--- src/rtl/core/daef_pkg.sv ---
// Shared widths, constants, register codes and state type for the decimating EWMA filter.
package daef_pkg;

  // Field widths
  localparam int CHAN_W    = 3;
  localparam int ADC_BITS  = 10;
  localparam int FRAC_BITS = 8;
  localparam int SUM_W     = 18;
  localparam int CNT_W     = 8;
  localparam int LVL_W     = 21;
  localparam int MV_W      = 13;
  localparam int FS_W      = 11;
  localparam int STR_W     = 8;
  localparam int CFG_IDX_W = 3;
  localparam int CFG_W     = 13;

  // Datapath widths
  localparam int PROD_W    = MV_W + SUM_W;
  localparam int DVD_W     = PROD_W + FRAC_BITS;
  localparam int DVS_W     = FS_W;
  localparam int STEPS_W   = $clog2(DVD_W + 1);
  localparam int MUL_CNT_W = $clog2(SUM_W + 1);
  localparam int RELAX_W   = 5;
  localparam int F2_W      = STR_W + 1;
  localparam int JH_W      = LVL_W + 4;

  localparam int CHANNELS_DEF = 8;
  localparam int MV_FULL_SCALE = 5000;

  localparam logic [SUM_W-1:0] SUM_MAX = {SUM_W{1'b1}};
  localparam logic [LVL_W-1:0] LVL_MAX = LVL_W'(MV_FULL_SCALE << FRAC_BITS);

  // Relax factor in halves: 8, 4, 1.5 and 1
  localparam logic [RELAX_W-1:0] RELAX_BIG   = RELAX_W'(16);
  localparam logic [RELAX_W-1:0] RELAX_MID   = RELAX_W'(8);
  localparam logic [RELAX_W-1:0] RELAX_SMALL = RELAX_W'(3);
  localparam logic [RELAX_W-1:0] RELAX_NONE  = RELAX_W'(2);

  // Register indexes
  localparam logic [CFG_IDX_W-1:0] CFG_NUM_SAMPLES     = 3'd0;
  localparam logic [CFG_IDX_W-1:0] CFG_FILTER_STRENGTH = 3'd1;
  localparam logic [CFG_IDX_W-1:0] CFG_BIG_JUMP        = 3'd2;
  localparam logic [CFG_IDX_W-1:0] CFG_MID_JUMP        = 3'd3;
  localparam logic [CFG_IDX_W-1:0] CFG_SMALL_JUMP      = 3'd4;
  localparam logic [CFG_IDX_W-1:0] CFG_VREF            = 3'd5;
  localparam logic [CFG_IDX_W-1:0] CFG_FULL_SCALE      = 3'd6;

  // Register reset values
  localparam logic [CNT_W-1:0] NUM_SAMPLES_RST     = 8'd10;
  localparam logic [STR_W-1:0] FILTER_STRENGTH_RST = 8'd16;
  localparam logic [MV_W-1:0]  BIG_JUMP_RST        = 13'd100;
  localparam logic [MV_W-1:0]  MID_JUMP_RST        = 13'd50;
  localparam logic [MV_W-1:0]  SMALL_JUMP_RST      = 13'd10;
  localparam logic [MV_W-1:0]  VREF_RST            = 13'd3300;
  localparam logic [FS_W-1:0]  FULL_SCALE_RST      = 11'd1023;

  typedef enum logic [3:0] {
    ST_IDLE,
    ST_LOAD,
    ST_AVG,
    ST_MUL,
    ST_LVL,
    ST_JUMP,
    ST_SCALE,
    ST_STEP,
    ST_OUT
  } daef_state_t;

endpackage

--- src/rtl/core/decimating_adaptive_ewma_filter_top.sv ---
// Top level of the decimating adaptive EWMA filter for a multiplexed sensor ADC.
// A request that does not close its window is only accumulated, and the next is taken after it.
// A window-closing request runs through load, average division, serial multiply, millivolt
// division, jump, EWMA step division (skipped when the divisor would fall below one) and
// handover, which waits for the output to be free; the next request is taken after that.
// The single bit-serial divider is shared by all divisions. Synchronous reset clears all channel state.
module decimating_adaptive_ewma_filter_top import daef_pkg::*; #(
  parameter int CHANNELS = CHANNELS_DEF
) (
  input  logic                 clk,
  input  logic                 rst,
  // Sample requests
  input  logic                 sample_valid,
  output logic                 sample_ready,
  input  logic [CHAN_W-1:0]    chan,
  input  logic [ADC_BITS-1:0]  sample_code,
  // Result requests
  output logic                 result_valid,
  input  logic                 result_ready,
  output logic [CHAN_W-1:0]    out_chan,
  output logic [LVL_W-1:0]     unfiltered_level,
  output logic [LVL_W-1:0]     filtered_level,
  // Configuration writes
  input  logic                 cfg_write,
  input  logic [CFG_IDX_W-1:0] cfg_index,
  input  logic [CFG_W-1:0]     cfg_data
);

  localparam int CH_IDX_W = (CHANNELS > 1) ? $clog2(CHANNELS) : 1;

  // Configuration registers
  logic [CNT_W-1:0] num_samples;
  logic [STR_W-1:0] filter_strength;
  logic [MV_W-1:0]  big_jump_mv;
  logic [MV_W-1:0]  mid_jump_mv;
  logic [MV_W-1:0]  small_jump_mv;
  logic [MV_W-1:0]  vref_mv;
  logic [FS_W-1:0]  adc_full_scale;

  // Per-channel state, cleared by reset
  logic [SUM_W-1:0] sum_mem [CHANNELS];
  logic [CNT_W-1:0] cnt_mem [CHANNELS];
  logic [LVL_W-1:0] lvl_mem [CHANNELS];

  daef_state_t state;
  daef_state_t state_next;

  // Held request and working registers
  logic [CHAN_W-1:0]   chan_r;
  logic [ADC_BITS-1:0] code_r;
  logic [LVL_W-1:0]    last_r;
  logic [LVL_W-1:0]    u_r;
  logic [LVL_W-1:0]    jump_r;
  logic                up_r;
  logic [LVL_W-1:0]    f_r;

  logic [CH_IDX_W-1:0] idx;
  logic                chan_ok;
  logic [SUM_W:0]      sum_wide;
  logic [SUM_W-1:0]    sum_new;
  logic [CNT_W-1:0]    cnt_inc;
  logic [CNT_W-1:0]    n_eff;
  logic [FS_W-1:0]     fs_eff;
  logic                complete;
  logic                out_free;

  logic [RELAX_W-1:0]  relax;
  logic [JH_W-1:0]     jh;
  logic [F2_W-1:0]     f2;
  logic                bypass;

  // Serial units: one divider shared by all divisions, and one multiplier
  logic               div_start;
  logic [DVD_W-1:0]   div_dividend;
  logic [DVS_W-1:0]   div_divisor;
  logic [STEPS_W-1:0] div_steps;
  logic               div_done;
  logic [DVD_W-1:0]   div_q;
  logic               mul_start;
  logic               mul_done;
  logic [PROD_W-1:0]  mul_p;

  daef_sdiv u_sdiv (
    .clk      (clk),
    .rst      (rst),
    .start    (div_start),
    .dividend (div_dividend),
    .divisor  (div_divisor),
    .steps    (div_steps),
    .done     (div_done),
    .quotient (div_q)
  );

  daef_smul u_smul (
    .clk     (clk),
    .rst     (rst),
    .start   (mul_start),
    .mcand   (vref_mv),
    .mplier  (div_q[SUM_W-1:0]),
    .done    (mul_done),
    .product (mul_p)
  );

  // Configuration write port; indexes beyond the list are dropped
  always_ff @(posedge clk) begin
    if (rst) begin
      num_samples     <= NUM_SAMPLES_RST;
      filter_strength <= FILTER_STRENGTH_RST;
      big_jump_mv     <= BIG_JUMP_RST;
      mid_jump_mv     <= MID_JUMP_RST;
      small_jump_mv   <= SMALL_JUMP_RST;
      vref_mv         <= VREF_RST;
      adc_full_scale  <= FULL_SCALE_RST;
    end else if (cfg_write) begin
      unique case (cfg_index)
        CFG_NUM_SAMPLES:     num_samples     <= cfg_data[CNT_W-1:0];
        CFG_FILTER_STRENGTH: filter_strength <= cfg_data[STR_W-1:0];
        CFG_BIG_JUMP:        big_jump_mv     <= cfg_data[MV_W-1:0];
        CFG_MID_JUMP:        mid_jump_mv     <= cfg_data[MV_W-1:0];
        CFG_SMALL_JUMP:      small_jump_mv   <= cfg_data[MV_W-1:0];
        CFG_VREF:            vref_mv         <= cfg_data[MV_W-1:0];
        CFG_FULL_SCALE:      adc_full_scale  <= cfg_data[FS_W-1:0];
        default: ;
      endcase
    end
  end

  // Window bookkeeping for the held request; zero window length or full scale acts as one
  always_comb begin
    idx      = CH_IDX_W'(chan_r);
    chan_ok  = (32'(chan_r) < CHANNELS);
    n_eff    = (num_samples == '0) ? CNT_W'(1) : num_samples;
    fs_eff   = (adc_full_scale == '0) ? FS_W'(1) : adc_full_scale;
    sum_wide = {1'b0, sum_mem[idx]} + (SUM_W + 1)'(code_r);
    sum_new  = sum_wide[SUM_W] ? SUM_MAX : sum_wide[SUM_W-1:0];
    cnt_inc  = cnt_mem[idx] + 1'b1;
    // A count that wrapped to zero or passed a lowered window length also closes it
    complete = chan_ok && ((cnt_inc >= n_eff) || (cnt_inc == '0));
    out_free = !result_valid || result_ready;
  end

  // Jump classification: relax factor in halves, and jump scaled by it
  always_comb begin
    f2 = {filter_strength, 1'b0};
    priority if (jump_r > {big_jump_mv, FRAC_BITS'(0)}) begin
      relax = RELAX_BIG;
      jh    = {jump_r, 4'b0};
    end else if (jump_r > {mid_jump_mv, FRAC_BITS'(0)}) begin
      relax = RELAX_MID;
      jh    = {1'b0, jump_r, 3'b0};
    end else if (jump_r > {small_jump_mv, FRAC_BITS'(0)}) begin
      relax = RELAX_SMALL;
      jh    = {3'b0, jump_r, 1'b0} + {4'b0, jump_r};
    end else begin
      relax = RELAX_NONE;
      jh    = {3'b0, jump_r, 1'b0};
    end
    // Divisor would fall below one: take the new level as it is
    bypass = (f2 < F2_W'(relax));
  end

  // Next state
  always_comb begin
    state_next = state;
    unique case (state)
      ST_IDLE:  if (sample_valid) state_next = ST_LOAD;
      ST_LOAD:  state_next = complete ? ST_AVG : ST_IDLE;
      ST_AVG:   if (div_done) state_next = ST_MUL;
      ST_MUL:   if (mul_done) state_next = ST_LVL;
      ST_LVL:   if (div_done) state_next = ST_JUMP;
      ST_JUMP:  state_next = ST_SCALE;
      ST_SCALE: state_next = bypass ? ST_OUT : ST_STEP;
      ST_STEP:  if (div_done) state_next = ST_OUT;
      ST_OUT:   if (out_free) state_next = ST_IDLE;
      default:  state_next = ST_IDLE;
    endcase
  end

  // Outputs: handshake and launches of the serial units with their operands
  always_comb begin
    sample_ready = (state == ST_IDLE);
    mul_start    = (state == ST_AVG) && div_done;
    div_start    = 1'b0;
    div_dividend = '0;
    div_divisor  = '0;
    div_steps    = '0;
    unique case (state)
      ST_LOAD: begin
        // Average: sum / window length, sum left-aligned
        div_start    = complete;
        div_dividend = {sum_new, (DVD_W - SUM_W)'(0)};
        div_divisor  = DVS_W'(n_eff);
        div_steps    = STEPS_W'(SUM_W);
      end
      ST_MUL: begin
        // Millivolts: vref * avg * 2^FRAC_BITS / full scale
        div_start    = mul_done;
        div_dividend = {mul_p, FRAC_BITS'(0)};
        div_divisor  = fs_eff;
        div_steps    = STEPS_W'(DVD_W);
      end
      ST_SCALE: begin
        // EWMA step: jump * relax / (2 * strength)
        div_start    = !bypass;
        div_dividend = {jh, (DVD_W - JH_W)'(0)};
        div_divisor  = DVS_W'(f2);
        div_steps    = STEPS_W'(JH_W);
      end
      default: ;
    endcase
  end

  always_ff @(posedge clk) begin
    if (rst) begin
      state <= ST_IDLE;
    end else begin
      state <= state_next;
    end
  end

  // Working registers
  always_ff @(posedge clk) begin
    if (state == ST_IDLE && sample_valid) begin
      chan_r <= chan;
      code_r <= sample_code;
    end
    if (state == ST_LOAD) begin
      last_r <= lvl_mem[idx];
    end
    if (state == ST_LVL && div_done) begin
      // Saturate at full scale
      u_r <= (div_q > DVD_W'(LVL_MAX)) ? LVL_MAX : div_q[LVL_W-1:0];
    end
    if (state == ST_JUMP) begin
      jump_r <= (u_r > last_r) ? (u_r - last_r) : (last_r - u_r);
      up_r   <= (u_r > last_r);
    end
    if (state == ST_SCALE && bypass) begin
      f_r <= u_r;
    end
    if (state == ST_STEP && div_done) begin
      // Move the last level toward the new one by the step
      f_r <= up_r ? (last_r + div_q[LVL_W-1:0]) : (last_r - div_q[LVL_W-1:0]);
    end
  end

  // Channel state: advance an open window, or clear it once its result is handed on
  always_ff @(posedge clk) begin
    if (rst) begin
      for (int i = 0; i < CHANNELS; i++) begin
        sum_mem[i] <= '0;
        cnt_mem[i] <= '0;
        lvl_mem[i] <= '0;
      end
    end else if (state == ST_LOAD && chan_ok && !complete) begin
      sum_mem[idx] <= sum_new;
      cnt_mem[idx] <= cnt_inc;
    end else if (state == ST_OUT && out_free) begin
      sum_mem[idx] <= '0;
      cnt_mem[idx] <= '0;
      lvl_mem[idx] <= f_r;
    end
  end

  // Output register: hold the result until taken, refill in the same cycle
  always_ff @(posedge clk) begin
    if (rst) begin
      result_valid <= 1'b0;
    end else if (state == ST_OUT && out_free) begin
      result_valid <= 1'b1;
    end else if (result_ready) begin
      result_valid <= 1'b0;
    end
  end

  always_ff @(posedge clk) begin
    if (state == ST_OUT && out_free) begin
      out_chan         <= chan_r;
      unfiltered_level <= u_r;
      filtered_level   <= f_r;
    end
  end

endmodule

--- src/rtl/core/daef_sdiv.sv ---
// Bit-serial restoring divider, one quotient bit per cycle.
module daef_sdiv import daef_pkg::*; (
  input  logic               clk,
  input  logic               rst,
  input  logic               start,
  input  logic [DVD_W-1:0]   dividend,
  input  logic [DVS_W-1:0]   divisor,
  input  logic [STEPS_W-1:0] steps,
  output logic               done,
  output logic [DVD_W-1:0]   quotient
);

  logic               busy;
  logic [STEPS_W-1:0] left;
  logic [DVD_W-1:0]   dvd;
  logic [DVS_W-1:0]   dvs;
  logic [DVS_W-1:0]   rem;
  logic [DVS_W:0]     trial;
  logic [DVS_W:0]     diff;
  logic               ge;
  logic [DVS_W-1:0]   rem_next;

  // Bring down the next dividend bit and subtract where it fits
  always_comb begin
    trial    = {rem, dvd[DVD_W-1]};
    diff     = trial - {1'b0, dvs};
    ge       = (trial >= {1'b0, dvs});
    rem_next = ge ? diff[DVS_W-1:0] : trial[DVS_W-1:0];
  end

  always_ff @(posedge clk) begin
    if (rst) begin
      busy <= 1'b0;
      done <= 1'b0;
      left <= '0;
    end else begin
      done <= 1'b0;
      if (start) begin
        busy <= 1'b1;
        left <= steps;
      end else if (busy) begin
        left <= left - 1'b1;
        if (left == STEPS_W'(1)) begin
          busy <= 1'b0;
          done <= 1'b1;
        end
      end
    end
  end

  always_ff @(posedge clk) begin
    if (start) begin
      dvd      <= dividend;
      dvs      <= divisor;
      rem      <= '0;
      quotient <= '0;
    end else if (busy) begin
      dvd      <= {dvd[DVD_W-2:0], 1'b0};
      rem      <= rem_next;
      quotient <= {quotient[DVD_W-2:0], ge};
    end
  end

endmodule

--- src/rtl/core/daef_smul.sv ---
// Bit-serial shift-and-add multiplier, one multiplier bit per cycle.
module daef_smul import daef_pkg::*; (
  input  logic              clk,
  input  logic              rst,
  input  logic              start,
  input  logic [MV_W-1:0]   mcand,
  input  logic [SUM_W-1:0]  mplier,
  output logic              done,
  output logic [PROD_W-1:0] product
);

  logic                 busy;
  logic [MUL_CNT_W-1:0] left;
  logic [PROD_W-1:0]    mc;
  logic [SUM_W-1:0]     mp;

  always_ff @(posedge clk) begin
    if (rst) begin
      busy <= 1'b0;
      done <= 1'b0;
      left <= '0;
    end else begin
      done <= 1'b0;
      if (start) begin
        busy <= 1'b1;
        left <= MUL_CNT_W'(SUM_W);
      end else if (busy) begin
        left <= left - 1'b1;
        if (left == MUL_CNT_W'(1)) begin
          busy <= 1'b0;
          done <= 1'b1;
        end
      end
    end
  end

  always_ff @(posedge clk) begin
    if (start) begin
      mc      <= PROD_W'(mcand);
      mp      <= mplier;
      product <= '0;
    end else if (busy) begin
      if (mp[0]) begin
        product <= product + mc;
      end
      mc <= {mc[PROD_W-2:0], 1'b0};
      mp <= {1'b0, mp[SUM_W-1:1]};
    end
  end

endmodule
--- config.mk ---
export PLATFORM = sky130hd
export DESIGN_NAME = decimating_adaptive_ewma_filter_top
export DESIGN_NICKNAME = d
export VERILOG_FILES = /design/src/rtl/core/daef_pkg.sv /design/src/rtl/core/decimating_adaptive_ewma_filter_top.sv /design/src/rtl/core/daef_sdiv.sv /design/src/rtl/core/daef_smul.sv
export SDC_FILE = /design/constraint.sdc
export NUM_CORES = 2
export LEC_CHECK = 0
export BUFFER_PORTS_ARGS = -buffer_cell sky130_fd_sc_hd__buf_2
export CAP_MARGIN = 20
export CORE_MARGIN = 3
export CORE_UTILIZATION = 45
export CTS_BUF_LIST = sky130_fd_sc_hd__clkbuf_16
export DETAILED_ROUTE_END_ITERATION = 6
export MAX_ROUTING_LAYER = met4
export PLACE_DENSITY_LB_ADDON = 0.05
export SLEW_MARGIN = 20
export SYNTH_ARGS = -nofsm -noshare
export SYNTH_HDL_FRONTEND = slang
export SYNTH_SLANG_ARGS = --single-unit
export TNS_END_PERCENT = 50
--- constraint.sdc ---
create_clock -name clk -period 8 [get_ports clk]
set_clock_uncertainty 0.15 [all_clocks]
set_input_delay 0.4 -clock clk [delete_from_list [all_inputs] [get_ports clk]]
set_output_delay 0.4 -clock clk [all_outputs]
set_load 0.005 [all_outputs]
======== Yosys cells after proc, flatten, opt, wreduce, memory -nomap -nowiden ========
Memory sizes are Yosys's and may differ from the RTL's. A register that Yosys moved wholly into a read port is not among the register bits.
Cells that the tools add are included.
operators by class
  reduce and logical (&&, ||, !) cells .... 36
  bitwise gates (word level) .............. 4
  add/subtract/negate cells ............... 11
  mux-type cells .......................... 69
  eq/ne operators ......................... 22
  magnitude comparators ................... 8
operator list
  operator              number
  $pmux 39 s3           1
  $mux 21               5
  $mux 18               5
  $gt 21x21->1          4
  $mux 39               2
  $sub 21x21->21        3
  $gt 39x21->1 const B  1
  $pmux 4 s9            1
  $pmux 11 s3           1
  $mux 4                8
  $add 31x31->31        1
  $mux 13               2
  $mux 25               1
  $mux 24               1
  $mux 8                3
  $add 22x21->23        1
  $mux 1                23
  $mux 23               1
  $mux 11               2
  $add 21x21->21        1
  $reduce_or 21->1      1
  $add 18x10->19        1
  $pmux 6 s3            1
  $reduce_or 18->1      1
  other kinds (38)      79
word-level totals
  memories ................................ 3
  logic and storage cells ................. 186
  input port bits ......................... 34
  output and inout bits ................... 47
  bits in writable memories ............... 376
  register bits ........................... 401
memories
  memory   words  width  read ports  clocked after Yosys merged registers in  write ports  line                                       source
  lvl_mem  8      21     1           1                                        8            decimating_adaptive_ewma_filter_top.sv:43  logic [LVL_W-1:0] lvl_mem [CHANNELS];
  sum_mem  8      18     1           1                                        8            decimating_adaptive_ewma_filter_top.sv:41  logic [SUM_W-1:0] sum_mem [CHANNELS];
  cnt_mem  8      8      1           1                                        8            decimating_adaptive_ewma_filter_top.sv:42  logic [CNT_W-1:0] cnt_mem [CHANNELS];

======== Longest topological paths before layout ========
  depth in word-level cells ............... 12
  depth in mapped cells ................... 22
  depth with buffers taken out ............ 19

======== By module ========
A second synthesis with hierarchy kept.
unflattened totals
  cells, all modules ...................... 3797
  area, all modules ....................... 41414.7 µm²
by module, submodules not included
  module                               cells each  area each (µm²)  sequential area each (µm²)  times used
  decimating_adaptive_ewma_filter_top  2869        31710.4          17326.6                     1
  daef_smul                            510         4879.7           2052.0                      1
  daef_sdiv                            418         4824.6           2662.6                      1

======== Worst setup path before layout ========
No wires, ideal clock.
  path kind ............................... register to register
  from .................................... register (tool-made name)
  to ...................................... memory cnt_mem[0][0], enable pin
  stages on the path, launching flop included .. 19
  data arrival time ....................... 6.108 ns
  buffers on the path ..................... 5
  data required time ...................... 7.405 ns
  library setup time ...................... 0.445 ns
  path slack .............................. 1.297 ns
  clock period less this slack ............ 6.703 ns
  path through ............................ dfxtp_1 buf_6 buf_2 buf_2 buf_1 mux2_2 ha_1 nor2b_1 or2_2 clkbuf_1 inv_1 ha_1 a21o_1 a21o_1 a21oi_1 o21ai_0 a221oi_2 a21oi_1 o21ai_0
RTL lines
  what       line
  to (decl)  decimating_adaptive_ewma_filter_top.sv:42

==> results.cfg <==
[outcome]
status = completed

[global_routing]
antenna_found_initial = 7
grt_first_pass_wirelength_um = 181300
grt_overflow_total = 0
grt.total_usage_pct = 26.03
grt_max_degree = 81
grt_pass1_vias = 29070

[timing]
max_slew.worst_pin.slew_ns = 1.131
max_freq_mhz = 160.9
hold_viol = 0
period_minus_slack_ns = 6.215
period_share_pct = 77.68
final-max-slew-violation-count = 0
maxSlewHeadroom_pct = 24.50
rsz0062_at_grt = false
setup_violations = 0
fin_setup_tns_ns = 0

[synth]
yosys_warnings = 0
synth.area.top_cells = edfxtp_1 44%, dfxtp_1 9.9%, ha_1 6.1%
syn_nets = 4052
synth_top_flop_cell = edfxtp_1
synthDistinctLibCells = 87
synth_top_area_cell = edfxtp_1
synth_edf_count = 592
postSynthCellCount = 3814
async_flop_share_pct = 0
ys_seq_area_share_pct = 53.52
syn_avg_cell_area_um2 = 10.68
syn_area_um2 = 40730
synth_top_area_share_pct = 43.64
ys_ff_latch = 793

[layout]
diodes = 0
stdcell_count = 5100
fill_cells = 7896
syn_to_final_growth_pct = 12.00
final_nets = 4095
layout-drive-gt1-share_pct = 10.80

[critical_path]
crit_path_end_kind = register
cp-start-kind = register
crit_chain = buf_4 > mux4_2 > mux2_2 > ha_1 > inv_1 > fa_1 > nor2b_1 > o31ai_1 > a21oi_1 > o211ai_1 > a211oi_1 > and2_1 > nor2_1 > o21ai_0 > a221oi_1 > a21oi_1
crit_type = reg2reg
cp_common_cell = a21oi_1
crit_slowest_cell = dfxtp_2
crit_arrival_ns = 6.46
required_ns = 8.25
slowest_delay_ns = 0.89
rrSetupSlack_ns = 1.79
crit_family = compound AO/OA/AOI/OAI gates
path_buf_inv = 2
crit_fanout = 28

[pwr]
internal_power_uw = 8487
leakage_uw = 0.01774
p_clk_share_pct = 33.1
combPwrFrac_pct = 26.7
seq_power_share_pct = 40.2
power_density_nw_per_um2 = 278.9
sw_frac_of_total_pct = 33.29
netSwitchingPower_uw = 4236
ir_drop_uv = 209.1

[route]
drt_iter0_markers = 2519
vias_per_cell = 5.782
drc = 0
drtPass1Iterations = 6
wl_um = 119900
wl_per_cell_um = 23.51
via_count = 29490
antenna_left = 0

[clocking]
htree_levels = 3
cts_resized = 0
cts-buffers-inserted = 90
cts-root-buf = clkbuf_16
clock_latency_ns = 0.69
cts_tree = built
clockBufferDepth = 3
cts.clk_slew.worst_paths_ns = 0.06
clkSinkCount = 793

[placed_design]
place.gp.congestion = 0.8989
dp_cells = 4903
numPortBuffers = 80
dp_hpwl_um = 79430

[min_path]
hold_class = in2reg
hp-start = cfg_index[1]

[floorplanning]
die_y_um = 306.9
num_rows = 109
design.core.area_um2 = 89060
ioPinCount = 81
start_util_pct = 45.74
die_w_um = 306.9
dieArea_um2 = 94170

[run]
drv_cap = 0
## power groups by stage
stage / Clock (µW) / Sequential, µW / Combinational [µW]
after CTS: 4290 / 5120 / 3390
final: 4210 / 5110 / 3400
after floorplan: 0 / 5000 / 2510
after global placement: 0 / 5190 / 3310
after detailed placement: 0 / 5200 / 3360
after global routing: 4460 / 5150 / 3720
## cell families after synthesis
| group | Yosys count | share of synthesized area, % |
|---|---|---|
| fa+ha+maj | 204 | 6.395 |
| flops | 793 | 53.52 |
| xor+xnor | 116 | 2.531 |
| simple gates | 1407 | 16.14 |
| buf+inv | 370 | 3.643 |
| compound gates | 744 | 11.64 |
| mux | 180 | 6.128 |
## layer usage
layer / part of all wire (%) / vias to the layer above / global-route usage, % / wire [µm]
met2: 47 / 876 / 41.40 / 56350
met1: 45 / 14630 / 35.13 / 54000
met4: 3.1 / 0 / 8.024 / 3726
met3: 4.8 / 191 / 3.099 / 5804
li1: - / 13790 / - / -
met5: 0 / - / - / 0
## sequential cells by signal, summed over array words and instances, names as in the netlist, 31 cells and up, named ones only
| signal | cells |
|---|---|
| u_smul.product | 31 |
| lvl_mem | 168 |
| u_sdiv.dvd | 31 |
| cnt_mem | 64 |
| u_sdiv.quotient | 39 |
| sum_mem | 144 |
| u_smul.mc | 31 |
## worst reg2reg max path: cells and delay by family (launching register included)
| kind | cells | cell delay (ns) |
|---|---|---|
| buffers and inverters | 2 | 0.61 |
| multiplexers | 2 | 0.66 |
| AO/OA/AOI/OAI | 7 | 1.79 |
| AND/OR/NAND/NOR | 3 | 1.40 |
| flip-flops | 1 | 0.89 |
| adder cells (fa/ha/maj) | 2 | 0.44 |
## metrics by stage
step                      util, %  setup slack [ns]  instance area [µm²]  hold WS [ns]  power, µW
final                       51.23             1.785                45620       0.08475      12720
after global routing        51.23             1.297                45620       0.09588      13330
after CTS                   51.19             1.794                45590       0.07407      12800
after detailed placement    47.46             1.757                42270        0.2977       8559
after global placement      47.46             1.877                42270        0.2933       8501
after floorplan                 -             1.297                40730        0.2817       7506
## final timing paths
check,to,depth (start not counted)
max,u_sdiv.dvd[30],16
min,small_jump_mv[4],4
max reg2reg,u_sdiv.dvd[30],16
min reg2reg,big_jump_mv[12],2
## layout make-up
cell class / count / area, µm² / area share (%)
Inverter: 168 / 631.9 / 1.385
Timing Repair Buffer: 153 / 1016 / 2.227
Sequential cell: 793 / 21810 / 47.81
Clock buffer: 94 / 2352 / 5.156
Multi-Input combinational cell: 2651 / 17660 / 38.70
Tap cell: 1165 / 1458 / 3.195
Clock inverter: 76 / 695.7 / 1.525
## placed cells by master, fill, tap and decap left out, types with 46 or more instances in the layout
cell and instances:
nor2_1 426, ha_1 197, nor3_1 51, xor2_1 58
a22oi_1 90, mux2i_1 102, nand2_1 419, buf_4 46
edfxtp_1 592, o21ai_0 129, clkbuf_16 94, a21o_1 54
a21oi_1 232, nand4_1 46, and2_1 199, inv_1 183
nand3_1 66, mux4_2 53, dfxtp_1 196, buf_2 80
xnor2_1 56
## cell usage after synthesis, types with 17 or more instances
| library cell | n |
|---|---|
| nand2_1 | 420 |
| nand4_1 | 46 |
| mux2i_1 | 102 |
| nor3_1 | 54 |
| xor2_1 | 58 |
| mux4_2 | 53 |
| nor4_1 | 19 |
| nor2_1 | 437 |
| inv_1 | 167 |
| dfxtp_1 | 201 |
| ha_1 | 197 |
| nand3_1 | 66 |
| a21oi_1 | 233 |
| nor2b_1 | 29 |
| o21ai_0 | 145 |
| nand2b_1 | 38 |
| edfxtp_1 | 592 |
| and2_1 | 199 |
| xnor2_1 | 56 |
| mux2_2 | 25 |
| o211ai_1 | 21 |
| o21a_1 | 27 |
| buf_2 | 33 |
| a22oi_1 | 90 |
| a21o_1 | 54 |
| and3_1 | 19 |
| clkbuf_1 | 144 |
| a31oi_1 | 26 |
| or3_1 | 17 |
| a211oi_1 | 35 |
## repair_timing
| item | CTS | global route |
|---|---|---|
| buffers inserted | 0 | 0 |
| hold endpoints to repair | 96 | 0 |
| hold buffers | 27 | 0 |
Power figures use the tool's default switching activity.
